==> src/rtl/bbr_pkg.sv <==
// ----------------------------------------------------------------------------
// bbr_pkg: shared types and constants of the 3x3 RGB box blur
// Pixel and item formats, frame size limits, register indexes and the
// reciprocal table used for the truncated mean.
// ----------------------------------------------------------------------------
package bbr_pkg;

	localparam int MAX_WIDTH  = 1024;
	localparam int MAX_HEIGHT = 4096;

	localparam int COL_W  = 11;
	localparam int ROW_W  = 13;
	localparam int PEND_W = 11;
	localparam int ADDR_W = $clog2(MAX_WIDTH);
	localparam int CFG_W  = 13;
	localparam int SUM_W  = 12;
	localparam int CNT_W  = 4;
	localparam int RCP_W  = 17;
	localparam int RCP_SH = 16;

	localparam logic OP_PIXEL = 1'b0;
	localparam logic OP_DRAIN = 1'b1;

	localparam logic REG_FRAME_WIDTH  = 1'b0;
	localparam logic REG_FRAME_HEIGHT = 1'b1;

	localparam logic [COL_W-1:0] WIDTH_RESET  = COL_W'(640);
	localparam logic [ROW_W-1:0] HEIGHT_RESET = ROW_W'(480);

	typedef struct packed {
		logic [7:0] red;
		logic [7:0] green;
		logic [7:0] blue;
	} pix_t;

	typedef struct packed {
		logic       op;
		logic [7:0] in_red;
		logic [7:0] in_green;
		logic [7:0] in_blue;
	} in_item_t;

	typedef struct packed {
		logic [7:0] out_red;
		logic [7:0] out_green;
		logic [7:0] out_blue;
		logic       frame_last;
	} out_item_t;

	// Width clamped to 1..MAX_WIDTH.
	function automatic logic [COL_W-1:0] eff_width(input logic [COL_W-1:0] w);
		logic [COL_W-1:0] r;
		r = w;
		if (w == '0) r = COL_W'(1);
		if (w > COL_W'(MAX_WIDTH)) r = COL_W'(MAX_WIDTH);
		return r;
	endfunction

	// Height clamped to 1..MAX_HEIGHT.
	function automatic logic [ROW_W-1:0] eff_height(input logic [ROW_W-1:0] h);
		logic [ROW_W-1:0] r;
		r = h;
		if (h == '0) r = ROW_W'(1);
		if (h > ROW_W'(MAX_HEIGHT)) r = ROW_W'(MAX_HEIGHT);
		return r;
	endfunction

	// Rounded-up 2^16/n; exact truncated quotient for sums below 2^12.
	function automatic logic [RCP_W-1:0] recip(input logic [CNT_W-1:0] n);
		logic [RCP_W-1:0] r;
		case (n)
			CNT_W'(2): r = RCP_W'(32768);
			CNT_W'(3): r = RCP_W'(21846);
			CNT_W'(4): r = RCP_W'(16384);
			CNT_W'(6): r = RCP_W'(10923);
			CNT_W'(9): r = RCP_W'(7282);
			default:   r = RCP_W'(65536);
		endcase
		return r;
	endfunction

endpackage

==> src/rtl/bbr_mean.sv <==
// ----------------------------------------------------------------------------
// bbr_mean: truncated mean over the in-frame part of the 3x3 window
// Sums are registered with the reciprocal of the pixel count; the quotient
// comes from one multiply per channel on those registers.
// ----------------------------------------------------------------------------
module bbr_mean (
	input  logic                      clk,
	input  logic                      go,
	input  bbr_pkg::pix_t [8:0]       win,
	input  logic [bbr_pkg::COL_W-1:0] x,
	input  logic [bbr_pkg::ROW_W-1:0] y,
	input  logic [bbr_pkg::COL_W-1:0] w,
	input  logic [bbr_pkg::ROW_W-1:0] h,
	output logic [7:0]                red,
	output logic [7:0]                green,
	output logic [7:0]                blue
);
	import bbr_pkg::*;

	logic [SUM_W-1:0] sr, sg, sb;
	logic [CNT_W-1:0] n;
	logic             use_l, use_r, use_t, use_b;
	logic [1:0]       ncol, nrow;
	logic [SUM_W-1:0] sum_r_s1, sum_g_s1, sum_b_s1;
	logic [RCP_W-1:0] rcp_s1;
	logic [SUM_W+RCP_W-1:0] pr, pg, pb;

	// Which window columns and rows lie inside the frame.
	always_comb begin
		use_l = (x != '0);
		use_r = (COL_W'(x + COL_W'(1)) < w);
		use_t = (y != '0);
		use_b = (ROW_W'(y + ROW_W'(1)) < h);
		ncol  = 2'd1 + {1'b0, use_l} + {1'b0, use_r};
		nrow  = 2'd1 + {1'b0, use_t} + {1'b0, use_b};
		n     = CNT_W'(ncol) * CNT_W'(nrow);
	end

	// Masked channel sums; entry index is column*3 + row.
	always_comb begin
		sr = '0;
		sg = '0;
		sb = '0;
		for (int i = 0; i < 9; i++) begin
			if (!((i / 3 == 0 && !use_l) || (i / 3 == 2 && !use_r) ||
				  (i % 3 == 0 && !use_t) || (i % 3 == 2 && !use_b))) begin
				sr = sr + SUM_W'(win[i].red);
				sg = sg + SUM_W'(win[i].green);
				sb = sb + SUM_W'(win[i].blue);
			end
		end
	end

	// Sum stage.
	always_ff @(posedge clk) begin
		if (go) begin
			sum_r_s1 <= sr;
			sum_g_s1 <= sg;
			sum_b_s1 <= sb;
			rcp_s1   <= recip(n);
		end
	end

	// Division by reciprocal multiply.
	assign pr    = (SUM_W+RCP_W)'(sum_r_s1) * (SUM_W+RCP_W)'(rcp_s1);
	assign pg    = (SUM_W+RCP_W)'(sum_g_s1) * (SUM_W+RCP_W)'(rcp_s1);
	assign pb    = (SUM_W+RCP_W)'(sum_b_s1) * (SUM_W+RCP_W)'(rcp_s1);
	assign red   = pr[RCP_SH+7:RCP_SH];
	assign green = pg[RCP_SH+7:RCP_SH];
	assign blue  = pb[RCP_SH+7:RCP_SH];

endmodule

==> config.mk <==
export PLATFORM = sky130hd
export DESIGN_NAME = bbr_mean
export DESIGN_NICKNAME = d
export VERILOG_FILES = /design/src/rtl/bbr_pkg.sv /design/src/rtl/bbr_mean.sv
export SDC_FILE = /design/constraint.sdc
export NUM_CORES = 2
export LEC_CHECK = 0
export BUFFER_PORTS_ARGS = -buffer_cell sky130_fd_sc_hd__buf_4
export CAP_MARGIN = 15
export CORE_AREA = 2 2 279 281
export DETAILED_ROUTE_END_ITERATION = 7
export DIE_AREA = 0 0 281 283
export MAX_ROUTING_LAYER = met4
export SYNTH_ARGS = -nofsm -noshare
export SYNTH_HDL_FRONTEND = slang
export SYNTH_SLANG_ARGS = --single-unit
==> constraint.sdc <==
create_clock -name clk -period 12.6 [get_ports clk]
set_input_delay 2.52 -clock clk [delete_from_list [all_inputs] [get_ports clk]]
set_output_delay 2.52 -clock clk [all_outputs]
set_load 0.05 [all_outputs]
==> run metrics <==
status completed; EDFF count, synth between 40 and 50; minimum clock period 12.04 ns; Placeable Area approximately 77000 µm²; vias in the first global route about 23000; Critical Path Source Type input pin; relative slew slack 0.345; Rows approximately 100; 1st-pass router iterations 5; Seq cells post-synth between 40 and 50; CTS Buf Count 5; Most Frequent Cell on Critical Path ha_1; CP bufs+invs 5; syn_area_per_cell roughly 8.4 µm²; Hold-fix buffers, CTS 0; Layout area overhead 14.3%; largest net degree at the start of global routing 47; Design Area, Final just over 30000 µm²; Mapped Nets ~4200; DIE WIDTH between 200 and 300 µm; Via density 4.89; final setup vio count 0; Post-synth ARST share 0; Clock Root Buffer clkbuf_16; port bufs slightly below 300; Final Max Tran Viols 0; kind of cell adding the most delay to the critical path compound AO/OA/AOI/OAI gates; Fmax 0.0830 GHz; Final Cycle Share 0.956; DR DRC count 0; max incr delay on CP around 0.52 ns; critical path class input pin to flop; post-route ant nets 0; DR vias about 22000; Total Nets Final about 4400; initial core utilization 0.347; Max Cap Viol 0; first-pass GRT wire length approximately 120000 µm; final core utilization 0.397; die footprint 79500 µm²; CP Capture Type flop; worst hold path type input pin to flop; Max clock buf depth 2; HPWL after DPL ~65000 µm; layout cells sized above 1 0.117; Final GP Congestion 0.917; Worst-Margin Slew between 0.9 and 1 ns; I/O Pins a little under 300; DR iter-0 viols around 940; CTS H-tree depth 2; Critical Path RT approximately 13 ns; FILL cells between 7000 and 8000; CP Max Fanout 6; wire length per cell 16.5 µm; Cell Area, Synth between 20000 and 30000 µm²; Fin. Hold Viols 0; Ys Warns 0; Placed Area 30100 µm²; Worst path slowest cell or4b_4; Synth cell types 83; crit path DAT between 10 and 15 ns; Routed WL approximately 74000 µm; clk sinks 44; Tot GR Track Use 0.195; initial antenna violation count 11; cell count after synthesis between 3000 and 4000; Die H approximately 280 µm; final global-route overflow total 0; Clk pin slew, worst setup/hold paths 0.07 ns; register area share after synthesis 0.0496; CTS tree yes; Synth Flop Type edfxtp_1
path summary, 6_finish.rpt:
kind,from,endpoint,cells past startpoint
worst max-delay path,x[0],sum_b_s1[10],45
worst min-delay path,win[192],sum_b_s1[0],3
Yosys cell counts, drive strengths merged, types with 15 or more instances:
master	count	area share
and2	195	0.046
a31oi	15	0.0035
nand3	47	0.0088
ha	349	0.16
and3	38	0.0089
clkbuf	63	0.0089
a21o	59	0.017
o21bai	24	0.0068
mux2	21	0.0089
o211ai	18	0.0053
a211oi	34	0.0096
nor2b	39	0.0092
o21a	36	0.010
o31ai	17	0.0058
xor2	59	0.019
inv	594	0.084
edfxtp	44	0.050
nand2	228	0.032
xnor2	152	0.050
nor2	186	0.026
nor3	38	0.0071
o21ai	124	0.023
fa	399	0.30
a21oi	178	0.034
timing repair:
action,4_1_cts,5_1_grt
setup endpoints to repair,0,6
resized for setup,0,17
setup buffers,0,5
metrics by stage:
stage	worst slack (ns)	TNS, ns	hold WS, ns	std cells
floorplan	0.0412	0	2.63	3154
global placement	-0.109	-0.152	2.99	4447
detailed placement	-0.252	-0.442	2.99	4447
CTS	0.0268	0	2.68	4455
global route	-0.0573	-0.0791	2.70	4469
finish	0.558	0	2.68	4469
per-layer routing:
| metal | GRT usage | vias to the layer above | part of all wire |
|---|---|---|---|
| met3 | 0.0291 | 88 | 0.053 |
| met1 | 0.237 | 10400 | 0.43 |
| met5 | - | - | 0 |
| met2 | 0.330 | 441 | 0.49 |
| met4 | 0.0642 | 0 | 0.032 |
| li1 | - | 10900 | - |
state kept, by name (all words and copies together) (netlist names):
| register | flops |
|---|---|
| rcp_s1 | 8 |
| sum_g_s1 | 12 |
| sum_b_s1 | 12 |
| sum_r_s1 | 12 |
layout make-up:
class / instances / area (µm²) / area share
inverter: 594 / 2230 / 0.0732
sequential: 44 / 1320 / 0.0434
timing repair buffer: 330 / 2480 / 0.0815
clock buffer: 5 / 125 / 0.00411
antenna: 9 / 22.5 / 0.000740
multi-input combinational: 2444 / 22900 / 0.753
tap: 1040 / 1300 / 0.0427
clock inverter: 3 / 46.3 / 0.00152
cell families (layout without fill, tap and decap cells):
group           after synthesis  after routing  synth area share
other cells                   0              9                 0
simple gates                853            853             0.161
flops                        44             44            0.0496
fa+ha+maj                   750            750             0.465
xor+xnor                    216            216            0.0739
compound gates              591            591             0.143
buf+inv                     666            932            0.0939
mux                          34             34            0.0138
layout by cell type (no fill, tap or decap), drive strengths merged, types with 11 or more instances in the layout:
master and n:
o21ai 124, nor2b 39, buf 330, inv 595, o21bai 24, and2 195, mux2 21, xor2 59
nor3 38, a21oi 178, mux2i 13, nand2b 13, nand2 228, and3 38, or3 12, o211ai 18
a31oi 15, nand3 47, a21boi 11, a211oi 34, a21o 59, edfxtp 44, ha 349, xnor2 152
nor2 186, o21a 36, o31ai 17, fa 399
Power is not shown: default switching activity piles up to over one toggle a cycle in this logic, so the estimate is an artifact.
